### src/rtl/gspd_pkg.sv
`timescale 1ns / 1ps
// Package for the generational slot pool: operation, status and slot codes,
// the slot record kept in memory and the configuration bundle. No dependencies.
package gspd_pkg;

    localparam int SLOT_COUNT_DEF = 512;
    localparam int IDX_W          = 10;
    localparam int GEN_W          = 32;
    localparam int POOL_W         = 64;
    localparam int SER_W          = 64;
    localparam int CELL_W         = 17;
    localparam int FACE_W         = 19;
    localparam int NODE_W         = 18;
    localparam int BYTE_W         = 26;
    localparam int CNT_W          = 10;
    localparam int RUN_LIMIT      = 512;
    localparam int CFG_IDX_W      = 3;

    typedef enum logic [2:0] {
        OP_INSERT   = 3'd0,
        OP_LOOKUP   = 3'd1,
        OP_RETAIN   = 3'd2,
        OP_RELEASE  = 3'd3,
        OP_RETIRE   = 3'd4,
        OP_SUBMIT   = 3'd5,
        OP_EMPTY    = 3'd6,
        OP_COMPLETE = 3'd7
    } t_op;

    typedef enum logic [3:0] {
        ST_OK          = 4'd0,
        ST_BAD_PROFILE = 4'd1,
        ST_BAD_SHAPE   = 4'd2,
        ST_CAPACITY    = 4'd3,
        ST_GEN_EXH     = 4'd4,
        ST_BAD_HANDLE  = 4'd5,
        ST_RETIRING    = 4'd6,
        ST_REF_OVF     = 4'd7,
        ST_NO_REF      = 4'd8,
        ST_BAD_SUBMIT  = 4'd9
    } t_status;

    typedef enum logic [1:0] {
        SL_FREE      = 2'd0,
        SL_RESIDENT  = 2'd1,
        SL_RETIRING  = 2'd2,
        SL_EXHAUSTED = 2'd3
    } t_slot_st;

    typedef enum logic [2:0] {
        CFG_POOL     = 3'd0,
        CFG_MAX_GEN  = 3'd1,
        CFG_B_CELLS  = 3'd2,
        CFG_B_FACES  = 3'd3,
        CFG_B_NODES  = 3'd4,
        CFG_B_BYTES  = 3'd5
    } t_cfg_idx;

    typedef enum logic [2:0] {
        FS_CLEAR,
        FS_IDLE,
        FS_DISPATCH,
        FS_ACCESS,
        FS_FIN,
        FS_SWEEP
    } t_fsm;

    typedef enum logic [1:0] {
        SW_SCAN,
        SW_RECLAIM,
        SW_FINISH
    } t_sweep;

    // One slot as held in the slot memory.
    typedef struct packed {
        logic              mark;
        t_slot_st          st;
        logic [GEN_W-1:0]  gen;
        logic [31:0]       refs;
        logic [SER_W-1:0]  last;
        logic [CELL_W-1:0] c_cells;
        logic [FACE_W-1:0] c_faces;
        logic [NODE_W-1:0] c_nodes;
        logic [BYTE_W-1:0] c_bytes;
    } t_entry;

    typedef struct packed {
        logic [POOL_W-1:0] pool;
        logic [GEN_W-1:0]  max_gen;
        logic [CELL_W-1:0] b_cells;
        logic [FACE_W-1:0] b_faces;
        logic [NODE_W-1:0] b_nodes;
        logic [BYTE_W-1:0] b_bytes;
    } t_cfg;

    localparam t_entry ENTRY_RESET = '{
        mark: 1'b0, st: SL_FREE, gen: 32'd1, refs: 32'd0, last: 64'd0,
        c_cells: '0, c_faces: '0, c_nodes: '0, c_bytes: '0
    };

endpackage

### src/rtl/gspd_core.sv
`timescale 1ns / 1ps
// Sequencer and datapath of the slot pool: per-operation read-modify-write
// of one slot and whole-memory sweeps. Depends on gspd_pkg and drives gspd_mem.
module gspd_core
    import gspd_pkg::*;
#(
    parameter int SLOT_COUNT = SLOT_COUNT_DEF,
    localparam int AW = (SLOT_COUNT > 1) ? $clog2(SLOT_COUNT) : 1
) (
    input  logic                i_clk,
    input  logic                i_rst_n,
    input  logic                start,
    output logic                busy,
    input  t_cfg                i_cfg,
    input  logic [2:0]          i_operation,
    input  logic [IDX_W-1:0]    i_handle_index,
    input  logic [GEN_W-1:0]    i_handle_generation,
    input  logic [POOL_W-1:0]   i_handle_pool,
    input  logic [CELL_W-1:0]   i_cost_cells,
    input  logic [FACE_W-1:0]   i_cost_faces,
    input  logic [NODE_W-1:0]   i_cost_nodes,
    input  logic [BYTE_W-1:0]   i_cost_bytes,
    input  logic [SER_W-1:0]    i_serial,
    input  logic                i_last_handle,
    output logic                o_done,
    output logic [3:0]          o_status,
    output logic [IDX_W-1:0]    o_new_index,
    output logic [GEN_W-1:0]    o_new_generation,
    output logic [CNT_W-1:0]    o_resident_count,
    output logic [CNT_W-1:0]    o_retiring_count,
    output logic                o_mem_we,
    output logic [AW-1:0]       o_mem_waddr,
    output t_entry              o_mem_wdata,
    output logic                o_mem_re,
    output logic [AW-1:0]       o_mem_raddr,
    input  t_entry              i_mem_rdata
);
    t_fsm               r_state, n_state;
    t_op                r_op;
    logic [IDX_W-1:0]   r_idx;
    logic [GEN_W-1:0]   r_gen;
    logic [POOL_W-1:0]  r_pool;
    logic [CELL_W-1:0]  r_cost_cells;
    logic [FACE_W-1:0]  r_cost_faces;
    logic [NODE_W-1:0]  r_cost_nodes;
    logic [BYTE_W-1:0]  r_cost_bytes;
    logic [SER_W-1:0]   r_serial;
    logic               r_last;

    logic               r_run_open, n_run_open;
    logic [SER_W-1:0]   r_run_serial, n_run_serial;
    logic [CNT_W-1:0]   r_run_count, n_run_count;
    t_status            r_run_err, n_run_err;
    t_status            r_fin_st, n_fin_st;
    logic [SER_W-1:0]   r_submitted, n_submitted;
    logic [SER_W-1:0]   r_completed, n_completed;

    logic [CELL_W-1:0]  r_ch_cells, n_ch_cells;
    logic [FACE_W-1:0]  r_ch_faces, n_ch_faces;
    logic [NODE_W-1:0]  r_ch_nodes, n_ch_nodes;
    logic [BYTE_W-1:0]  r_ch_bytes, n_ch_bytes;
    logic [CNT_W-1:0]   r_resident, n_resident;
    logic [CNT_W-1:0]   r_retiring, n_retiring;
    logic [CNT_W-1:0]   r_exhausted, n_exhausted;

    logic [AW:0]        r_addr, n_addr;
    logic               r_pend, n_pend;
    logic [AW-1:0]      r_paddr, n_paddr;
    t_sweep             r_mode, n_mode;
    logic               r_hok, n_hok;

    logic               r_done, n_done;
    t_status            r_status, n_status;
    logic [IDX_W-1:0]   r_new_index, n_new_index;
    logic [GEN_W-1:0]   r_new_gen, n_new_gen;

    logic [CELL_W-1:0]  w_room_cells;
    logic [FACE_W-1:0]  w_room_faces;
    logic [NODE_W-1:0]  w_room_nodes;
    logic [BYTE_W-1:0]  w_room_bytes;
    logic               w_ins_fail;
    logic               w_cmp_fail;
    logic               w_valid;
    logic               w_last;
    logic               w_free_hit;
    logic               w_clear_end;

    // Remaining room in each budget, zero where the budget was lowered below the charge.
    assign w_room_cells = (i_cfg.b_cells > r_ch_cells) ? i_cfg.b_cells - r_ch_cells : '0;
    assign w_room_faces = (i_cfg.b_faces > r_ch_faces) ? i_cfg.b_faces - r_ch_faces : '0;
    assign w_room_nodes = (i_cfg.b_nodes > r_ch_nodes) ? i_cfg.b_nodes - r_ch_nodes : '0;
    assign w_room_bytes = (i_cfg.b_bytes > r_ch_bytes) ? i_cfg.b_bytes - r_ch_bytes : '0;

    // Early refusal of an insert or a completion, before any sweep starts.
    assign w_ins_fail = (i_cfg.pool == '0) || (r_cost_cells == '0) || (r_cost_faces == '0)
                     || (r_cost_nodes == '0) || (r_cost_cells > w_room_cells)
                     || (r_cost_faces > w_room_faces) || (r_cost_nodes > w_room_nodes)
                     || (r_cost_bytes > w_room_bytes);
    assign w_cmp_fail = (i_cfg.pool == '0) || (r_serial < r_completed)
                     || (r_serial > r_submitted);

    // Handle check against the slot just read.
    assign w_valid = r_hok && (i_mem_rdata.gen == r_gen)
                  && ((i_mem_rdata.st == SL_RESIDENT) || (i_mem_rdata.st == SL_RETIRING));

    // Sweep pipeline status.
    assign w_last      = r_pend && (r_paddr == AW'(SLOT_COUNT - 1));
    assign w_free_hit  = (r_mode == SW_SCAN) && r_pend && (i_mem_rdata.st == SL_FREE);
    assign w_clear_end = (r_addr[AW-1:0] == AW'(SLOT_COUNT - 1));

    // Next state.
    always_comb begin
        n_state = r_state;
        case (r_state)
            FS_CLEAR: begin
                if (w_clear_end) n_state = FS_IDLE;
            end
            FS_IDLE: begin
                if (start) n_state = FS_DISPATCH;
            end
            FS_DISPATCH: begin
                case (r_op)
                    OP_INSERT:   n_state = w_ins_fail ? FS_IDLE : FS_SWEEP;
                    OP_EMPTY:    n_state = FS_FIN;
                    OP_COMPLETE: n_state = w_cmp_fail ? FS_IDLE : FS_SWEEP;
                    default:     n_state = FS_ACCESS;
                endcase
            end
            FS_ACCESS: begin
                n_state = ((r_op == OP_SUBMIT) && r_last) ? FS_FIN : FS_IDLE;
            end
            FS_FIN: begin
                n_state = FS_SWEEP;
            end
            FS_SWEEP: begin
                if (w_free_hit || w_last) n_state = FS_IDLE;
            end
            default: n_state = FS_IDLE;
        endcase
    end

    // Datapath, memory requests and results.
    always_comb begin
        t_entry e;
        t_entry ne;
        logic   rc_en;
        e             = i_mem_rdata;
        ne            = i_mem_rdata;
        rc_en         = 1'b0;
        n_run_open    = r_run_open;
        n_run_serial  = r_run_serial;
        n_run_count   = r_run_count;
        n_run_err     = r_run_err;
        n_fin_st      = r_fin_st;
        n_submitted   = r_submitted;
        n_completed   = r_completed;
        n_ch_cells    = r_ch_cells;
        n_ch_faces    = r_ch_faces;
        n_ch_nodes    = r_ch_nodes;
        n_ch_bytes    = r_ch_bytes;
        n_resident    = r_resident;
        n_retiring    = r_retiring;
        n_exhausted   = r_exhausted;
        n_addr        = r_addr;
        n_pend        = 1'b0;
        n_paddr       = r_paddr;
        n_mode        = r_mode;
        n_hok         = r_hok;
        n_done        = 1'b0;
        n_status      = ST_OK;
        n_new_index   = '0;
        n_new_gen     = '0;
        o_mem_we      = 1'b0;
        o_mem_waddr   = r_paddr;
        o_mem_wdata   = ENTRY_RESET;
        o_mem_re      = 1'b0;
        o_mem_raddr   = r_addr[AW-1:0];

        case (r_state)
            // Clearing pass after reset, one slot a cycle.
            FS_CLEAR: begin
                o_mem_we    = 1'b1;
                o_mem_waddr = r_addr[AW-1:0];
                n_addr      = r_addr + 1'b1;
                if (w_clear_end) n_addr = '0;
            end

            FS_IDLE: begin
            end

            // Checks that need no slot, then start the read or the sweep.
            FS_DISPATCH: begin
                n_addr = '0;
                case (r_op)
                    OP_INSERT: begin
                        n_mode = SW_SCAN;
                        if (w_ins_fail) begin
                            n_done = 1'b1;
                            if (i_cfg.pool == '0) begin
                                n_status = ST_BAD_PROFILE;
                            end else if ((r_cost_cells == '0) || (r_cost_faces == '0)
                                         || (r_cost_nodes == '0)) begin
                                n_status = ST_BAD_SHAPE;
                            end else begin
                                n_status = ST_CAPACITY;
                            end
                        end
                    end
                    OP_EMPTY: begin
                        if (!r_run_open) begin
                            n_run_open   = 1'b1;
                            n_run_serial = r_serial;
                            n_run_count  = '0;
                            n_run_err    = ST_OK;
                        end
                    end
                    OP_COMPLETE: begin
                        n_mode = SW_RECLAIM;
                        if (w_cmp_fail) begin
                            n_done   = 1'b1;
                            n_status = ST_BAD_SUBMIT;
                        end else begin
                            n_completed = r_serial;
                        end
                    end
                    default: begin
                        n_hok = (i_cfg.pool != '0) && (r_pool == i_cfg.pool)
                             && (r_idx != '0) && (r_idx <= IDX_W'(SLOT_COUNT));
                        o_mem_re    = 1'b1;
                        o_mem_raddr = AW'(r_idx - 1'b1);
                        n_paddr     = AW'(r_idx - 1'b1);
                        if ((r_op == OP_SUBMIT) && !r_run_open) begin
                            n_run_open   = 1'b1;
                            n_run_serial = r_serial;
                            n_run_count  = '0;
                            n_run_err    = ST_OK;
                        end
                    end
                endcase
            end

            // Modify the one addressed slot and write it back; a lookup only checks the handle.
            FS_ACCESS: begin
                o_mem_waddr = r_paddr;
                case (r_op)
                    OP_LOOKUP: begin
                        n_done   = 1'b1;
                        n_status = w_valid ? ST_OK : ST_BAD_HANDLE;
                    end
                    OP_RETAIN: begin
                        n_done = 1'b1;
                        if (!w_valid) begin
                            n_status = ST_BAD_HANDLE;
                        end else if (e.st != SL_RESIDENT) begin
                            n_status = ST_RETIRING;
                        end else if (e.refs == '1) begin
                            n_status = ST_REF_OVF;
                        end else begin
                            ne.refs  = e.refs + 1'b1;
                            o_mem_we = 1'b1;
                        end
                    end
                    OP_RELEASE: begin
                        n_done = 1'b1;
                        if (!w_valid) begin
                            n_status = ST_BAD_HANDLE;
                        end else if (e.refs == '0) begin
                            n_status = ST_NO_REF;
                        end else begin
                            ne.refs  = e.refs - 1'b1;
                            rc_en    = 1'b1;
                            o_mem_we = 1'b1;
                        end
                    end
                    OP_RETIRE: begin
                        n_done = 1'b1;
                        if (!w_valid) begin
                            n_status = ST_BAD_HANDLE;
                        end else begin
                            if (e.st == SL_RESIDENT) begin
                                ne.st      = SL_RETIRING;
                                n_resident = n_resident - 1'b1;
                                n_retiring = n_retiring + 1'b1;
                                if (r_run_open && e.mark && (r_run_err == ST_OK)) begin
                                    n_run_err = ST_RETIRING;
                                end
                            end
                            rc_en    = 1'b1;
                            o_mem_we = 1'b1;
                        end
                    end
                    OP_SUBMIT: begin
                        if (r_run_count <= CNT_W'(RUN_LIMIT)) n_run_count = r_run_count + 1'b1;
                        if (!w_valid) begin
                            if (r_run_err == ST_OK) n_run_err = ST_BAD_HANDLE;
                        end else if (e.st != SL_RESIDENT) begin
                            if (r_run_err == ST_OK) n_run_err = ST_RETIRING;
                        end else begin
                            ne.mark  = 1'b1;
                            o_mem_we = 1'b1;
                        end
                    end
                    default: begin
                    end
                endcase
            end

            // Verdict of a submission run, before its marks are swept.
            FS_FIN: begin
                n_mode = SW_FINISH;
                n_addr = '0;
                if ((i_cfg.pool == '0) || (r_run_serial <= r_submitted)) begin
                    n_fin_st = ST_BAD_SUBMIT;
                end else if (r_run_count > CNT_W'(RUN_LIMIT)) begin
                    n_fin_st = ST_CAPACITY;
                end else begin
                    n_fin_st = r_run_err;
                end
            end

            // Sweep: read slot k while slot k-1 is processed and written back.
            FS_SWEEP: begin
                if (r_addr < (AW+1)'(SLOT_COUNT)) begin
                    o_mem_re = 1'b1;
                    n_addr   = r_addr + 1'b1;
                    n_pend   = 1'b1;
                    n_paddr  = r_addr[AW-1:0];
                end
                if (r_pend) begin
                    o_mem_waddr = r_paddr;
                    case (r_mode)
                        SW_SCAN: begin
                            if (e.st == SL_FREE) begin
                                ne.st       = SL_RESIDENT;
                                ne.last     = '0;
                                ne.refs     = '0;
                                ne.c_cells  = r_cost_cells;
                                ne.c_faces  = r_cost_faces;
                                ne.c_nodes  = r_cost_nodes;
                                ne.c_bytes  = r_cost_bytes;
                                o_mem_we    = 1'b1;
                                n_ch_cells  = r_ch_cells + r_cost_cells;
                                n_ch_faces  = r_ch_faces + r_cost_faces;
                                n_ch_nodes  = r_ch_nodes + r_cost_nodes;
                                n_ch_bytes  = r_ch_bytes + r_cost_bytes;
                                n_resident  = r_resident + 1'b1;
                                n_done      = 1'b1;
                                n_new_index = IDX_W'(r_paddr) + 1'b1;
                                n_new_gen   = e.gen;
                            end else if (w_last) begin
                                n_done   = 1'b1;
                                n_status = (r_exhausted == CNT_W'(SLOT_COUNT)) ?
                                           ST_GEN_EXH : ST_CAPACITY;
                            end
                        end
                        SW_RECLAIM: begin
                            rc_en    = 1'b1;
                            o_mem_we = 1'b1;
                            if (w_last) n_done = 1'b1;
                        end
                        SW_FINISH: begin
                            ne.mark  = 1'b0;
                            if ((r_fin_st == ST_OK) && e.mark) ne.last = r_run_serial;
                            o_mem_we = 1'b1;
                            if (w_last) begin
                                n_done       = 1'b1;
                                n_status     = r_fin_st;
                                if (r_fin_st == ST_OK) n_submitted = r_run_serial;
                                n_run_open   = 1'b0;
                                n_run_count  = '0;
                                n_run_err    = ST_OK;
                                n_run_serial = '0;
                            end
                        end
                        default: begin
                        end
                    endcase
                end
                if (w_free_hit || w_last) n_pend = 1'b0;
            end

            default: begin
            end
        endcase

        // Deferred reclamation of a retired slot with no references and a completed serial.
        if (rc_en && (ne.st == SL_RETIRING) && (ne.refs == '0) && (ne.last <= r_completed)) begin
            n_ch_cells = n_ch_cells - ne.c_cells;
            n_ch_faces = n_ch_faces - ne.c_faces;
            n_ch_nodes = n_ch_nodes - ne.c_nodes;
            n_ch_bytes = n_ch_bytes - ne.c_bytes;
            n_retiring = n_retiring - 1'b1;
            if ((ne.gen >= i_cfg.max_gen) || (ne.gen == '1)) begin
                ne.st       = SL_EXHAUSTED;
                n_exhausted = n_exhausted + 1'b1;
            end else begin
                ne.gen = ne.gen + 1'b1;
                ne.st  = SL_FREE;
            end
        end

        if (r_state != FS_CLEAR) o_mem_wdata = ne;
    end

    // Control registers.
    always_ff @(posedge i_clk) begin
        if (!i_rst_n) begin
            r_state     <= FS_CLEAR;
            r_addr      <= '0;
            r_pend      <= 1'b0;
            r_mode      <= SW_SCAN;
            r_run_open  <= 1'b0;
            r_run_serial <= '0;
            r_run_count <= '0;
            r_run_err   <= ST_OK;
            r_fin_st    <= ST_OK;
            r_submitted <= '0;
            r_completed <= '0;
            r_ch_cells  <= '0;
            r_ch_faces  <= '0;
            r_ch_nodes  <= '0;
            r_ch_bytes  <= '0;
            r_resident  <= '0;
            r_retiring  <= '0;
            r_exhausted <= '0;
            r_hok       <= 1'b0;
            r_done      <= 1'b0;
        end else begin
            r_state     <= n_state;
            r_addr      <= n_addr;
            r_pend      <= n_pend;
            r_mode      <= n_mode;
            r_run_open  <= n_run_open;
            r_run_serial <= n_run_serial;
            r_run_count <= n_run_count;
            r_run_err   <= n_run_err;
            r_fin_st    <= n_fin_st;
            r_submitted <= n_submitted;
            r_completed <= n_completed;
            r_ch_cells  <= n_ch_cells;
            r_ch_faces  <= n_ch_faces;
            r_ch_nodes  <= n_ch_nodes;
            r_ch_bytes  <= n_ch_bytes;
            r_resident  <= n_resident;
            r_retiring  <= n_retiring;
            r_exhausted <= n_exhausted;
            r_hok       <= n_hok;
            r_done      <= n_done;
        end
    end

    // Payload registers: the accepted transaction and the result.
    always_ff @(posedge i_clk) begin
        r_paddr     <= n_paddr;
        r_status    <= n_status;
        r_new_index <= n_new_index;
        r_new_gen   <= n_new_gen;
        if (start && (r_state == FS_IDLE)) begin
            r_op         <= t_op'(i_operation);
            r_idx        <= i_handle_index;
            r_gen        <= i_handle_generation;
            r_pool       <= i_handle_pool;
            r_cost_cells <= i_cost_cells;
            r_cost_faces <= i_cost_faces;
            r_cost_nodes <= i_cost_nodes;
            r_cost_bytes <= i_cost_bytes;
            r_serial     <= i_serial;
            r_last       <= i_last_handle;
        end
    end

    assign busy             = (r_state != FS_IDLE);
    assign o_done           = r_done;
    assign o_status         = r_status;
    assign o_new_index      = r_new_index;
    assign o_new_generation = r_new_gen;
    assign o_resident_count = r_resident;
    assign o_retiring_count = r_retiring;

endmodule

### config.mk
export PLATFORM = sky130hd
export DESIGN_NAME = gspd_core
export DESIGN_NICKNAME = d
export VERILOG_FILES = /design/src/rtl/gspd_pkg.sv /design/src/rtl/gspd_core.sv
export SDC_FILE = /design/constraint.sdc
export NUM_CORES = 2
export LEC_CHECK = 0
export BUFFER_PORTS_ARGS = -buffer_cell sky130_fd_sc_hd__buf_2
export CORE_UTILIZATION = 30
export CTS_BUF_LIST = sky130_fd_sc_hd__clkbuf_4 sky130_fd_sc_hd__clkbuf_8
export DETAILED_ROUTE_END_ITERATION = 10
export GPL_TIMING_DRIVEN = 0
export PLACE_DENSITY = 0.46
export SLEW_MARGIN = 20
export SYNTH_ARGS = -nofsm -noshare
export SYNTH_HDL_FRONTEND = slang
export SYNTH_SLANG_ARGS = --single-unit
### constraint.sdc
create_clock -name i_clk -period 19.3 [get_ports i_clk]
set_clock_uncertainty 0.2 [all_clocks]
set_input_delay 0.965 -clock i_clk [delete_from_list [all_inputs] [get_ports i_clk]]
set_output_delay 0.965 -clock i_clk [all_outputs]
set_load 0.05 [all_outputs]
==> impl_metrics.env <==
export IMPL_hpwl_mm=216
export IMPL_grt_max_degree=46
export IMPL_rrSetupSlack_ps=9670
export IMPL_io_buffers=928
export IMPL_drive_gt1_share_pct=17.2
export IMPL_synthArstFlopShare_pct=0
export IMPL_drc_errors=0
export IMPL_synth_edf_count=263
export IMPL_routed_wl_mm=265
export IMPL_crit_fanout=10
export IMPL_io_pins=943
export IMPL_fin_crit_sh_pct=63.5
export IMPL_syn_inst=6028
export IMPL_n_fill_cell=17500
export IMPL_worstPathArrival_ps=11080
export IMPL_overflow=0
export IMPL_p_clk_share_pct=47.6
export IMPL_combPwrFrac_pct=12.7
export IMPL_areaGrowthSynthToFinish_pct=26.3
export IMPL_grt_first_pass_wirelength_mm=366
export IMPL_slowest_stage="nand3_1"
export IMPL_synth_main_ff_cell="dfxtp_1"
export IMPL_clkTransAtPathRegs_ps=60
export IMPL_power_switching_w=0.00102
export IMPL_grt_antenna_before_repair=56
export IMPL_dieHeight_um=413
export IMPL_slowest_delay_ps=1100
export IMPL_hp_start="i_serial[48]"
export IMPL_required_ps=18140
export IMPL_swShare_pct=28.4
export IMPL_crit_top_cell="clkbuf_1"
export IMPL_cts_buffers=138
export IMPL_final_nets=8645
export IMPL_grt_usage_pct=30.1
export IMPL_rr_worst_depth=24
export IMPL_cts_setup_buffers=0
export IMPL_yosys_warnings=0
export IMPL_place_gp_congestion=0.981
export IMPL_post_drt_wl_per_cell_um=27.3
export IMPL_synthesis_area_um2=50600
export IMPL_clock_latency_ps=930
export IMPL_die_x_um=413
export IMPL_maxSlewHeadroom_pct=20.2
export IMPL_r2r_start="r_state[2]"
export IMPL_fmax_ghz=0.0817
export IMPL_drt_iter0_markers=4356
export IMPL_initial_utilization_pct=30.2
export IMPL_min_to="r_serial[48]"
export IMPL_status="completed"
export IMPL_p_int_w=0.00257
export IMPL_slew_violations=0
export IMPL_timing_rr_end="r_ch_faces[10]"
export IMPL_vias_per_cell=5.40
export IMPL_criticalPathCategory="reg -> out"
export IMPL_tightestPinTransition_ps=1200
export IMPL_worst_setup_path_end_kind="output pin"
export IMPL_peakVddDrop_mv=0.0711
export IMPL_powerDensity_nw_per_um2=56.1
export IMPL_crit_family="simple AND/OR/NAND/NOR gates"
export IMPL_holdCritPathClass="in -> reg"
export IMPL_core_area_um2=167000
export IMPL_num_vias=52300
export IMPL_synthDistinctLibCells=84
export IMPL_worstHoldPathCells=1
export IMPL_drv_cap=0
export IMPL_cts_root_buf="clkbuf_8"
export IMPL_setup_tns_ps=0
export IMPL_whs_ps=98.9
export IMPL_clock_path_buffers=3
export IMPL_hold_viol=0
export IMPL_syn_nets=7315
export IMPL_total_power_w=0.00359
export IMPL_clkSinkCount=647
export IMPL_synth_seq_cells=647
export IMPL_rsz0062_at_grt="false"
export IMPL_p_leak_nw=27.9
export IMPL_setup_viol=0
export IMPL_critPathBufInv=7
export IMPL_finalCriticalPeriod_ps=12250
export IMPL_grt_pass1_vias=50000
export IMPL_startpoint_type="flop"
export IMPL_synth_area_per_cell_um2=8.40
export IMPL_cts_tree="yes"
export IMPL_die_area_um2=170000
export IMPL_finalInstanceArea_um2=64000
export IMPL_first_pass_iters=6
export IMPL_std_cell_rows=150
export IMPL_seqPwrFrac_pct=39.7
export IMPL_cts_max_level=4
export IMPL_placed_area_um2=58400
export IMPL_yosysSeqAreaShare_pct=30.8
export IMPL_ant_nets=0
per-layer routing:
metal / vias up / track usage [%] / share of wire, %
met5: - / 0 / 0.086
met3: 374 / 5.97 / 7.4
met1: 25300 / 39.6 / 44
met4: 38 / 9.80 / 3.2
li1: 24600 / - / -
met2: 2033 / 48.9 / 46
per-stage QoR:
| stage | instances | utilization (%) | setup slack, ps |
|---|---|---|---|
| after floorplan | 6028 | - | 11650 |
| after global placement | 9160 | 34.7 | 6100 |
| after detailed placement | 9182 | 34.9 | 8000 |
| after CTS | 9676 | 38.2 | 7000 |
| after global routing | 9688 | 38.2 | 6760 |
| final | 9695 | 38.2 | 7050 |
registers in the layout, summed over array words and instances (netlist names), 17 cells and up:
signal and count:
r_completed 64, r_pool 64, r_run_serial 64, r_serial 64, r_submitted 64, o_new_generation 32, r_gen 32, r_ch_bytes 26
r_cost_bytes 26, r_ch_faces 19, r_cost_faces 19, r_ch_nodes 18, r_cost_nodes 18, r_ch_cells 17, r_cost_cells 17
cell usage after synthesis, types with 94 or more instances:
library cell  count  area (µm²)
nor3_1           94         470
o21ai_0         280        1400
and2_1           97         607
edfxtp_1        263        7900
dfxtp_1         384        7690
a22o_1          129        1130
xnor2_1         195        1710
clkbuf_1        218         818
ha_1            630        7880
nor2_1          418        1570
and3_1           97         607
nand4_1         153         957
xor2_1          152        1330
nand2_1         726        2730
inv_1           365        1370
nand3_1         204        1020
a21o_1          156        1170
a21oi_1         456        2280
mux2i_1         184        1840
how the worst max path moves through the flow:
stage / start / endpoint / cells past startpoint
floorplan: start / r_cost_bytes[0] / 1
global placement: r_state[2] / o_mem_wdata[177] / 24
detailed placement: r_state[2] / o_mem_wdata[189] / 25
CTS: r_state[2] / o_mem_wdata[189] / 25
global route: r_state[2] / o_mem_wdata[189] / 25
finish: r_state[2] / o_mem_wdata[189] / 25
layout by cell type, fill, tap and decap left out, types with 84 or more instances in the layout:
| master | instances |
|---|---|
| ha_1 | 630 |
| inv_1 | 365 |
| a21oi_1 | 454 |
| edfxtp_1 | 263 |
| mux2i_1 | 184 |
| nor2_1 | 417 |
| and2_1 | 97 |
| xor2_1 | 152 |
| dlygate4sd3_1 | 240 |
| o21ai_0 | 279 |
| nand2_1 | 726 |
| nor2b_1 | 84 |
| clkbuf_8 | 161 |
| and3_1 | 96 |
| a21o_1 | 156 |
| nand3_1 | 204 |
| buf_2 | 949 |
| nand4_1 | 153 |
| xnor2_1 | 195 |
| clkbuf_1 | 200 |
| nor3_1 | 91 |
| a22o_1 | 129 |
| dfxtp_1 | 384 |
power groups by stage:
| stage | sequential, W | combinational (W) | clock (W) |
|---|---|---|---|
| 6_report | 0.00142 | 0.000456 | 0.00171 |
| 5_1_grt | 0.00142 | 0.000495 | 0.00180 |
| 4_1_cts | 0.00142 | 0.000452 | 0.00175 |
| 3_5_place_dp | 0.00145 | 0.000410 | 0 |
| 3_3_place_gp | 0.00145 | 0.000407 | 0 |
| 2_1_floorplan | 0.00145 | 0.000216 | 0 |
logic make-up (layout without fill, tap and decap cells):
| group | Yosys count | after routing | synth area share, % |
|---|---|---|---|
| AND/OR/NAND/NOR | 2173 | 2173 | 20.9 |
| AO/OA/AOI/OAI | 1409 | 1409 | 17.9 |
| flip-flops | 647 | 647 | 30.8 |
| adder cells (fa/ha/maj) | 643 | 643 | 16.1 |
| buffers and inverters | 621 | 2065 | 4.66 |
| XOR/XNOR | 347 | 347 | 6.00 |
| multiplexers | 188 | 188 | 3.73 |
| other | 0 | 19 | 0 |
worst register-to-register path, stage by stage (launching register included):
cell,delay (ps)
dfxtp_1,380
clkbuf_1,390
nor2b_1,320
and2_1,160
clkbuf_1,300
clkbuf_1,730
nand3_1,1100
clkbuf_1,500
a22oi_1,630
ha_1,270
nor2b_1,50
o211ai_1,160
a2111oi_0,190
a2111o_1,490
a22oi_1,550
a21oi_2,340
a31oi_1,250
nand4b_1,120
nor4_1,430
and3_1,440
buf_2,370
buf_2,350
buf_2,470
o21ai_0,200
o211a_1,160
final cells by class:
class                   count  area (µm²)  share of cell area, %
multi-input cells        4760       32800                   51.2
flip-flops and latches    647       15600                   24.4
repair buffers           1190        7360                   11.5
well taps                2204        2760                   4.31
clock buffers             199        2500                   3.91
inverters                 365        1370                   2.14
plain buffers             256        1020                   1.59
clock inverters            55         559                  0.874
diodes                     19        47.5                 0.0743
repair_timing:
item	4_1_cts	5_1_grt
hold buffers	240	0
hold endpoints to repair	240	0
gates resized for setup	0	0
No activity file was read; power rests on OpenSTA's default activity.
